$ cat src/rtl/rbb_pkg.sv
// package: widths, constants, cordic angle table and helper types for the box bounds core
package rbb_pkg;

  localparam int TRIG_BITS       = 16;
  localparam int ROTATION_STAGES = 16;

  // cordic working format: Q2.30 in a wide signed word
  localparam int CW = 34;
  localparam int ZW = 34;

  localparam int EW   = 34;  // scaled edge width (Q.8)
  localparam int PW   = 28;
  localparam int TW   = TRIG_BITS + 2;  // signed cos/sin width
  localparam int ACCW = 64;

  localparam logic signed [23:0] TURN_Q8    = 24'sd92160;
  localparam logic signed [23:0] QUARTER_Q8 = 24'sd23040;
  localparam logic signed [CW-1:0] GAIN_Q30 = CW'(64'sd652032874);
  localparam logic signed [35:0] DEG_TO_RAD_K = 36'sd4797524517;

  localparam logic signed [24:0] OUT_MAX = 25'sd16777215;
  localparam logic signed [24:0] OUT_MIN = -25'sd16777216;

  function automatic logic signed [ZW-1:0] atan_q30(input int i);
    logic signed [ZW-1:0] v;
    case (i)
      0: v = ZW'(64'sd843314857);
      1: v = ZW'(64'sd497837829);
      2: v = ZW'(64'sd263043837);
      3: v = ZW'(64'sd133525159);
      4: v = ZW'(64'sd67021687);
      5: v = ZW'(64'sd33543516);
      6: v = ZW'(64'sd16775851);
      7: v = ZW'(64'sd8388437);
      8: v = ZW'(64'sd4194283);
      9: v = ZW'(64'sd2097149);
      default: v = ZW'(64'sd1) <<< (30 - i);
    endcase
    return v;
  endfunction

  // operands carried along the chain beside the cordic state
  typedef struct packed {
    logic signed [EW-1:0] edge_l;
    logic signed [EW-1:0] edge_r;
    logic signed [EW-1:0] edge_t;
    logic signed [EW-1:0] edge_b;
    logic signed [PW-1:0] pos_x;
    logic signed [PW-1:0] pos_y;
    logic                 xsp;
    logic                 ysp;
    logic                 zero_ang;
    logic [1:0]           quad;
  } side_t;

  typedef struct packed {
    logic signed [CW-1:0] x;
    logic signed [CW-1:0] y;
    logic signed [ZW-1:0] z;
  } rot_t;

endpackage

$ cat src/rtl/rbb_bound.sv
// one bound: two products plus position, a half-unit bias, truncation toward zero and saturation, two stages
module rbb_bound
  import rbb_pkg::*;
(
  input  logic                  clk,
  input  logic                  en,
  input  logic signed [TW-1:0]  cs,
  input  logic signed [TW-1:0]  sn,
  input  logic signed [EW-1:0]  e1,
  input  logic signed [EW-1:0]  e2,
  input  logic                  neg2,
  input  logic signed [PW-1:0]  pos,
  output logic signed [24:0]    bound
);

  logic signed [ACCW-1:0] p1_r, p2_r, pos_r;
  logic signed [ACCW-1:0] acc, q;
  logic signed [24:0] sat;

  always_ff @(posedge clk) begin
    if (en) begin
      p1_r  <= ACCW'(cs) * ACCW'(e1);
      p2_r  <= neg2 ? -(ACCW'(sn) * ACCW'(e2)) : ACCW'(sn) * ACCW'(e2);
      pos_r <= ACCW'(pos) <<< TRIG_BITS;
    end
  end

  always_comb begin
    acc = p1_r + p2_r + pos_r + (ACCW'(1) <<< (7 + TRIG_BITS));
    // truncate toward zero: bias negatives before the floor shift
    if (acc < 0) q = (acc + ((ACCW'(1) <<< (8 + TRIG_BITS)) - 1)) >>> (8 + TRIG_BITS);
    else q = acc >>> (8 + TRIG_BITS);
    if (q > ACCW'(OUT_MAX)) sat = OUT_MAX;
    else if (q < ACCW'(OUT_MIN)) sat = OUT_MIN;
    else sat = q[24:0];
  end

  always_ff @(posedge clk) begin
    if (en) bound <= sat;
  end

endmodule

$ cat config.mk
export PLATFORM = sky130hd
export DESIGN_NAME = rbb_bound
export DESIGN_NICKNAME = d
export VERILOG_FILES = /design/src/rtl/rbb_pkg.sv /design/src/rtl/rbb_bound.sv
export SDC_FILE = /design/constraint.sdc
export NUM_CORES = 2
export LEC_CHECK = 0
export ABC_AREA = 1
export BUFFER_PORTS_ARGS = -buffer_cell sky130_fd_sc_hd__buf_2
export CAP_MARGIN = 10
export CORE_MARGIN = 1.5
export CORE_UTILIZATION = 55
export CTS_BUF_LIST = sky130_fd_sc_hd__clkbuf_4 sky130_fd_sc_hd__clkbuf_8
export CTS_CLUSTER_SIZE = 40
export DETAILED_ROUTE_END_ITERATION = 12
export PLACE_DENSITY = 0.72
export SETUP_SLACK_MARGIN = 0.02
export SLEW_MARGIN = 20
export SYNTH_ARGS = -nofsm -noshare
export SYNTH_HDL_FRONTEND = slang
export SYNTH_SLANG_ARGS = --single-unit
$ cat constraint.sdc
create_clock -name clk -period 13.75 [get_ports clk]
set_input_delay 0.6875 -clock clk [delete_from_list [all_inputs] [get_ports clk]]
set_output_delay 0.6875 -clock clk [all_outputs]
set_load 0.1 [all_outputs]
==> flow_summary.yaml <==
synthesis:
  ys_warn_count: 0
  synth_area_per_cell_um2: 7.58
  ys_ff_latch: 169
  ys_types: 51
  synth-edff-count: 169
  synthFlopType: "edfxtp_1"
  syn_inst: 7908
  seq_area_frac_synth: 0.0847
  syn_nets: 9651
  synth_area_um2: 59900
  ys_async_sr_fraction: 0
die:
  start_util: 0.557
  io_pins: 160
  num_rows: 120
  die_h_um: 333
  die_w_um: 333
  dieArea_um2: 111000
  coreArea_um2: 108000
clocking:
  cts_root_buf: "clkbuf_8"
  htreeDepth: 4
  clock_sinks: 169
  clk_pin_slew_ns: 0.11
  cts_tree: "yes"
  post_cts_resize_count: 0
  cts_buffer_depth: 2
  hold_buffers: 0
  numCtsBuffers: 17
  post_cts_buffers: 0
  clkLatencyLatePin_ns: 0.59
final_layout:
  layout_commonest_cell: "inv_1"
  layout_common_cells: "inv_1, nand2_1, fa_1, ha_1, nor2_1"
  layout-drive-gt1-share: 0.0454
  area_growth_pct: 3.22
  finalNetCount: 9544
worst_hold_path:
  hold_path_depth: 1
  hp-class: "in2reg"
  hold_end: "pos_r[40]$_DFFE_PP_"
  worstHoldStart: "pos[24]"
placed_design:
  hpwl_mm: 140
  port_buffers: 159
  place.gp.congestion: 1.01
timing:
  rsz0062_at_grt: "no"
  slew_headroom: 0.296
  hold_viol_final: 0
  finalSetupViolCount: 0
  fin_crit_sh: 0.595
  clock.fmax_mhz: 122
  period_needed_ns: 8.19
  worst_pin_slew_ns: 1.06
  drv_slew: 0
  setup_tns_ns: 0
  clock_skew_ns: 0.0316
run_status:
  outcome: "completed"
routing:
  drt-wirelength-per-cell_um: 18.3
  num_vias: 48800
  wl_met2_mm: 81.7
  dr.pass1.iters: 6
  drc_errors: 0
  ant_nets: 0
  totalWireLength_mm: 169
  met3WireLength_mm: 12.4
  highest_layer: "met5"
  vias_per_cell: 5.29
  met1_length_mm: 68.4
  drt-initial-drc-count: 3617
critical_path:
  crit_type: "in2reg"
  required_ns: 14.07
  end_kind: "register"
  critPathMaxFanout: 34
  arrival_ns: 8.50
  path_common_cell: "fa_1"
  rrSetupSlack_ns: 8.02
  slowest_delay_ns: 0.92
  startpoint_type: "input pin"
  rr_startpoint: "pos_r[43]$_DFFE_PP_"
  crit_slowest_cell: "fa_1"
  r2r-end: "bound[8]$_SDFFCE_PN1P_"
  reg2reg_depth: 21
  path_cells: "buf_2, nand2_1, inv_1, fa_1, fa_1, fa_1, fa_1, fa_1, fa_1, ha_1, nand2_1, nor2_1, inv_1, nor2_1, a221oi_1, o211ai_1, xnor2_1, nand2_1, nor2_1, inv_1, nor2_1, nand3_1, nand3b_1, nand2_1"
flow_run:
  maxCapViolCount: 0
grt:
  antenna_found_initial: 8
  grt_pass1_wl_mm: 273
  grt.overflow.total: 0
  grt_max_degree: 91
  grt_usage: 0.316
  grt_pass1_vias: 51400
## flip-flops by register name (all words and copies together) (netlist names)
| name | count |
|---|---|
| p2_r | 64 |
| p1_r | 52 |
| pos_r | 28 |
| bound | 25 |
## critical path: cells and delay by family
kind	cells	cell delay, ns
xor gates and xnor gates	1	0.71
and+or+nand+nor	10	1.49
buffers and inverters	4	1.01
adders and majority gates	7	3.78
AOI/OAI and AO/OA	2	0.77
## synth_stat cells (all sizes together) (2+ instances only)
cell	n	share of area
nor2	415	0.028
nor3	37	0.0035
edfxtp	169	0.085
or2	44	0.0046
o21bai	14	0.0018
a31oi	31	0.0032
o2111ai	2	0.00029
o21a	12	0.0015
buf	30	0.0026
a221oi	4	0.00058
o21ai	92	0.0079
o211ai	3	0.00038
a21oi	191	0.016
nand4	56	0.0061
nor4	10	0.0010
nand2	2259	0.14
inv	2279	0.14
ha	390	0.081
nand3b	21	0.0026
fa	1218	0.41
and3	4	0.00042
a21boi	3	0.00038
clkinv	4	0.00025
nand3	165	0.015
xnor2	74	0.011
o311ai	2	0.00029
o221ai	5	0.00073
clkbuf	262	0.016
a21o	2	0.00025
and2	6	0.00063
xor2	99	0.014
## cell type report
| type | instances | area (um2) |
|---|---|---|
| inverters | 2283 | 8570 |
| fillers | 10200 | 45700 |
| well taps | 1403 | 1760 |
| repair buffers | 166 | 855 |
| clock buffers | 17 | 234 |
| flip-flops and latches | 169 | 5070 |
| diodes | 8 | 20.0 |
| multi-input cells | 5164 | 45100 |
| clock inverters | 15 | 208 |
## how the worst max path moves through the flow
stage            from                  to  slack, ns  cells past startpoint
6_report        sn[3]  p2_r[60]$_DFFE_PP_       5.56                     24
5_1_grt         sn[0]  p2_r[56]$_DFFE_PP_       5.33                     28
4_1_cts         sn[3]  p2_r[60]$_DFFE_PP_       5.67                     24
3_5_place_dp    sn[3]  p2_r[60]$_DFFE_PP_       5.03                     24
3_3_place_gp    sn[3]  p2_r[60]$_DFFE_PP_       5.07                     27
2_1_floorplan  e2[10]  p2_r[54]$_DFFE_PP_       6.69                     28
## layer usage
metal  GRT usage  vias to the layer above
met4       0.115                        2
li1            -                    22400
met1       0.414                    24000
met3      0.0363                      377
met5           0                        -
met2       0.542                     1930
## stage by stage
step                      setup WS [ns]  instance area (um2)  instances  hold slack, ns  utilization
final                              5.56                61800       9225           0.287        0.575
after global routing               5.33                61800       9223           0.243        0.575
after CTS                          5.67                61800       9217           0.221        0.575
after detailed placement           5.03                61400       9185           0.866        0.571
after global placement             5.07                61400       9185           0.865        0.571
after floorplan                    6.69                59900       7908           0.786            -
## cell families (layout without fill, tap and decap cells)
logic type | after synthesis | in the layout | share of synthesized area
DFF | 169 | 169 | 0.0847
other | 0 | 8 | 0
xor gates and xnor gates | 173 | 173 | 0.0253
adders and majority gates | 1608 | 1608 | 0.489
and+or+nand+nor | 3018 | 3018 | 0.205
AOI/OAI and AO/OA | 365 | 365 | 0.0341
buffers and inverters | 2575 | 2481 | 0.162
Power is not shown: default switching activity piles up to over one toggle a cycle in this logic, so the estimate is an artifact.
