## src/rtl/rbb_pkg.sv

```systemverilog
// package: widths, constants, cordic angle table and helper types for the box bounds core
package rbb_pkg;

  localparam int TRIG_BITS       = 16;
  localparam int ROTATION_STAGES = 16;

  // cordic working format: Q2.30 in a wide signed word
  localparam int CW = 34;
  localparam int ZW = 34;

  localparam int EW   = 34;  // scaled edge width (Q.8)
  localparam int PW   = 28;
  localparam int TW   = TRIG_BITS + 2;  // signed cos/sin width
  localparam int ACCW = 64;

  localparam logic signed [23:0] TURN_Q8    = 24'sd92160;
  localparam logic signed [23:0] QUARTER_Q8 = 24'sd23040;
  localparam logic signed [CW-1:0] GAIN_Q30 = CW'(64'sd652032874);
  localparam logic signed [35:0] DEG_TO_RAD_K = 36'sd4797524517;

  localparam logic signed [24:0] OUT_MAX = 25'sd16777215;
  localparam logic signed [24:0] OUT_MIN = -25'sd16777216;

  function automatic logic signed [ZW-1:0] atan_q30(input int i);
    logic signed [ZW-1:0] v;
    case (i)
      0: v = ZW'(64'sd843314857);
      1: v = ZW'(64'sd497837829);
      2: v = ZW'(64'sd263043837);
      3: v = ZW'(64'sd133525159);
      4: v = ZW'(64'sd67021687);
      5: v = ZW'(64'sd33543516);
      6: v = ZW'(64'sd16775851);
      7: v = ZW'(64'sd8388437);
      8: v = ZW'(64'sd4194283);
      9: v = ZW'(64'sd2097149);
      default: v = ZW'(64'sd1) <<< (30 - i);
    endcase
    return v;
  endfunction

  // operands carried along the chain beside the cordic state
  typedef struct packed {
    logic signed [EW-1:0] edge_l;
    logic signed [EW-1:0] edge_r;
    logic signed [EW-1:0] edge_t;
    logic signed [EW-1:0] edge_b;
    logic signed [PW-1:0] pos_x;
    logic signed [PW-1:0] pos_y;
    logic                 xsp;
    logic                 ysp;
    logic                 zero_ang;
    logic [1:0]           quad;
  } side_t;

  typedef struct packed {
    logic signed [CW-1:0] x;
    logic signed [CW-1:0] y;
    logic signed [ZW-1:0] z;
  } rot_t;

endpackage

```

## src/rtl/rbb_cell.sv

```systemverilog
// one cordic rotation cell with a register stage and the side payload carried along
module rbb_cell
  import rbb_pkg::*;
(
  input  logic                clk,
  input  logic                rst_n,
  input  logic                en,
  input  logic [4:0]          shift,
  input  logic signed [ZW-1:0] atan_val,
  input  logic                vld_in,
  input  rot_t                rot_in,
  input  side_t               side_in,
  output logic                vld_out,
  output rot_t                rot_out,
  output side_t               side_out
);

  logic  vld_r;
  rot_t  rot_r, rot_nxt;
  side_t side_r;
  logic signed [CW-1:0] dx, dy;

  always_comb begin
    dx = rot_in.y >>> shift;
    dy = rot_in.x >>> shift;
    if (rot_in.z >= 0) begin
      rot_nxt.x = rot_in.x - dx;
      rot_nxt.y = rot_in.y + dy;
      rot_nxt.z = rot_in.z - atan_val;
    end else begin
      rot_nxt.x = rot_in.x + dx;
      rot_nxt.y = rot_in.y - dy;
      rot_nxt.z = rot_in.z + atan_val;
    end
  end

  always_ff @(posedge clk) begin
    if (!rst_n) begin
      vld_r <= 1'b0;
    end else if (en) begin
      vld_r <= vld_in;
    end
    if (en) begin
      rot_r  <= rot_nxt;
      side_r <= side_in;
    end
  end

  assign vld_out  = vld_r;
  assign rot_out  = rot_r;
  assign side_out = side_r;

endmodule

```

## config.mk

```make
export PLATFORM = sky130hd
export DESIGN_NAME = rbb_cell
export DESIGN_NICKNAME = d
export VERILOG_FILES = /design/src/rtl/rbb_pkg.sv /design/src/rtl/rbb_cell.sv
export SDC_FILE = /design/constraint.sdc
export NUM_CORES = 1
export LEC_CHECK = 0
export BUFFER_PORTS_ARGS = -buffer_cell sky130_fd_sc_hd__buf_2
export CAP_MARGIN = 20
export CORE_AREA = 3 3 251 253
export CTS_CLUSTER_SIZE = 30
export DETAILED_ROUTE_END_ITERATION = 10
export DIE_AREA = 0 0 254 256
export SETUP_SLACK_MARGIN = 0.5
export SYNTH_ARGS = -nofsm -noshare
export SYNTH_HDL_FRONTEND = slang
export SYNTH_SLANG_ARGS = --single-unit
```

## constraint.sdc

```tcl
create_clock -name clk -period 8.35 [get_ports clk]
set_clock_uncertainty 0.1 [all_clocks]
set_input_delay 0.4175 -clock clk [delete_from_list [all_inputs] [get_ports clk]]
set_output_delay 0.4175 -clock clk [all_outputs]
set_load 0.01 [all_outputs]
```

==> summary.txt <==
Power and ir drop
  – Switching power total: around 2.0 mW
  – Clock power share: 0.273
  – Pwr dens: approximately 200 nW/um^2
  – Seq pwr share: 0.358
  – Combinational share of power: 0.369
  – Pint: ~3.7 mW
  – Peak supply drop: 128 uV
  – Total power: 5.63 mW
  – Switch share: 0.350
  – Leakage: 11.9 nW

Routing
  – DR iter-0 viols: around 2,100
  – Routed vias: 21,000
  – Drt pass-1 iters: 6
  – Antenna-violating nets left: 0
  – Total routed wirelength: 109,000 um
  – DRC: 0
  – Wire length per cell: around 31 um
  – Vias per std cell: roughly 5.9

Placement
  – HPWL Detailed: 85,200 um
  – Input/output buffers: 641
  – Setup WS pre-CTS: 1.20 ns
  – Global placer's final weighted congestion: 1.06

Logic synthesis
  – Area contributors post-synth: edfxtp_1 42%, mux4_2 9.2%, ha_1 5.9%
  – Post-synthesis compound-gate area fraction: 0.161
  – Cell area after synthesis: around 22,000 um^2
  – Sequential cell area fraction in the yosys report: 0.417
  – Post-synth EDFFs: 299
  – Warnings, synthesis: 0
  – Synth area leader: edfxtp_1
  – Synthesized Nets: ~2,400
  – Proportion of synthesized area in mux cells: 0.149
  – Synth async-reset ratio: 0
  – Synth Instances: 1,905
  – Synth Flop Type: edfxtp_1
  – Synth Area in Adders: 0.0620
  – Post-Synth XOR/XNOR Area: 0.0691
  – Synth Register Bits: 300
  – Share of the synthesized area in the top cell type: 0.417
  – Main combinational cell family by area after synthesis: compound AO/OA/AOI/OAI gates
  – Synth unique cells: between 90 and 100
  – Simple-gate portion of the synthesized area: 0.108
  – Avg Synthesized Cell Area: 11.3 um^2

Clocking
  – H-tree depth: 2
  – Clk sink count: 300
  – Later-pin clock latency in the skew report: 0.54 ns
  – Post-CTS Resized: 0
  – Clock buffer depth: 3
  – Root Buffer: clkbuf_16
  – CTS Buf Count: 36
  – CTS tree: done
  – Worst-path clk slew: 0.06 ns

Die
  – Starting density of the core: 0.352
  – Core area: 61,300 um^2
  – Io pins: 642
  – Row cnt: 91
  – DIE HEIGHT: 256 um
  – Die W: around 250 um
  – Die area: 65,000 um^2

STA
  – RSZ-0062 raised after global routing: no
  – Final setup fails: 0
  – Setup TNS Final: 0 ns
  – Fmax achieved: 0.150 GHz
  – Slew @ Worst Pin: 1.19 ns
  – Minimum clock period: roughly 6.7 ns
  – Final WS setup: around 1.7 ns
  – Final hold violation count: 0
  – Fin crit share: 0.801
  – Fin. max-slew vios: 0
  – Slew headroom: 0.210

Setup path
  – Worst-path fanout max: 51
  – Cell family with most CP delay: compound AO/OA/AOI/OAI gates
  – Reg2reg end: vld_out
  – Worst r2r path cells: 2
  – Crit path capture type: flip-flop
  – CP arrival: 7.01 ns
  – CP Launch Type: input pin
  – Critical path class: in2reg
  – Flop-to-flop setup slack: 7.66 ns
  – CP Buf/Inv Count: 3
  – Crit Reg-Reg Startpoint: vld_out
  – Critical path's slowest cell: or4b_2
  – Worst path required time: 8.68 ns
  – Max incr delay on CP: between 0.6 and 0.7 ns
  – Crit path cell chain: buf_4, buf_4, mux4_2, mux2i_1, o22ai_1, a211oi_1, ha_1, inv_1, a31oi_1, nand4_1, or4_4, nand2_1, xor2_1, ha_1, a21o_1, a21o_1, a221oi_1, o221ai_1, o21ai_0, o21ai_0, or4b_2, nand3_1

Layout
  – Share of layout cells above drive strength 1: 0.325
  – Nets: between 3,000 and 4,000
  – Layout area overhead: 33.0%
  – Finished Core Util: 0.468

GRT
  – Vias in the first global route: 20,500
  – Total track usage: 0.323
  – Grt ovf: 0
  – Largest net degree at the start of global routing: 163
  – First-pass GRT wire length: approximately 150,000 um
  – Antenna violations before repair: 28

Job
  – MaxCap Viol Count: 0

Min path
  – Hold path cells: 1
  – Hold wc startpoint: side_in[44]
  – Hold Path Class: in2reg
  – Worst Hold End: side_out[44]

Outcome
  – Status: finished clean
[synth_stat cells (all sizes together), types with 27 or more instances]
cell type / n
nor2: 123
buf: 53
clkbuf: 34
o21ai: 108
xor2: 78
nand2: 132
mux2i: 75
mux2: 38
xnor2: 92
a21o: 50
inv: 53
edfxtp: 299
o31ai: 27
nand3: 44
nor3: 27
ha: 102
mux4: 88
a21oi: 108
[power by group through the flow]
stage                     clock [mW]  sequential, mW  combinational [mW]
final                           1.54            2.01                2.08
after global placement             0            2.04                1.95
after floorplan                    0            2.15                1.04
after CTS                       1.58            2.01                2.06
after global routing            1.64            2.03                2.22
after detailed placement           0            2.04                1.96
[repair_timing]
item | CTS | global route
endpoints found under the hold margin | 192 | 0
setup buffers | 0 | 0
hold buffers | 192 | 0
[routing by layer]
| layer | GRT usage | vias up | part of all wire |
|---|---|---|---|
| met4 | 0.155 | 20 | 0.059 |
| met1 | 0.403 | 10400 | 0.39 |
| li1 | - | 9085 | - |
| met5 | 0.00526 | - | 0.0013 |
| met3 | 0.0863 | 262 | 0.096 |
| met2 | 0.518 | 1230 | 0.46 |
[state kept, by name, summed over array words and instances, names as in the netlist]
| register | cells |
|---|---|
| vld_out | 1 |
| rot_out | 102 |
| side_out | 197 |
[how the worst max path moves through the flow]
stage               slack [ns]  startpoint  depth (start not counted)            to
finish                    1.66    shift[1]                         22  rot_out[100]
global route              1.16    shift[1]                         23  rot_out[101]
CTS                       1.79    shift[1]                         23   rot_out[95]
detailed placement        1.20    shift[1]                         22  rot_out[100]
global placement          1.29    shift[0]                         21   rot_out[64]
floorplan                 2.23    shift[0]                         24  rot_out[100]
[metrics by stage]
stage               cell area [um^2]  std cells  hold WS [ns]
floorplan                      21600       1905         0.416
global placement               25600       3281         0.418
detailed placement             25600       3281         0.419
CTS                            28600       3538       0.00456
global route                   28600       3546       0.00749
finish                         28700       3559        0.0481
[cell usage in the layout (no fill, tap or decap), types with 72 or more instances in the layout]
cell type and count:
mux4_2 88, mux2i_1 72, o21ai_0 105, a21oi_1 108, ha_1 102, edfxtp_1 299
nand2_1 132, xnor2_1 92, nor2_1 123, dlygate4sd3_1 192, xor2_1 78, buf_2 637
[logic make-up (layout without fill, tap and decap cells)]
logic type                 after synthesis  in the layout
AOI/OAI and AO/OA                      515            515
xor gates and xnor gates               170            170
adders and majority gates              105            105
buffers and inverters                  140            983
DFF                                    300            300
muxes                                  201            201
other                                    0             21
and+or+nand+nor                        474            474
[layout make-up]
class,instances,area (um^2)
fill,5711,32600
multi-input combinational,1465,11800
sequential,300,9000
timing repair buffer,865,5450
tap,790,988
clock buffer,41,920
clock inverter,24,226
inverter,53,199
antenna,21,52.6
Power figures use the tool's default switching activity.
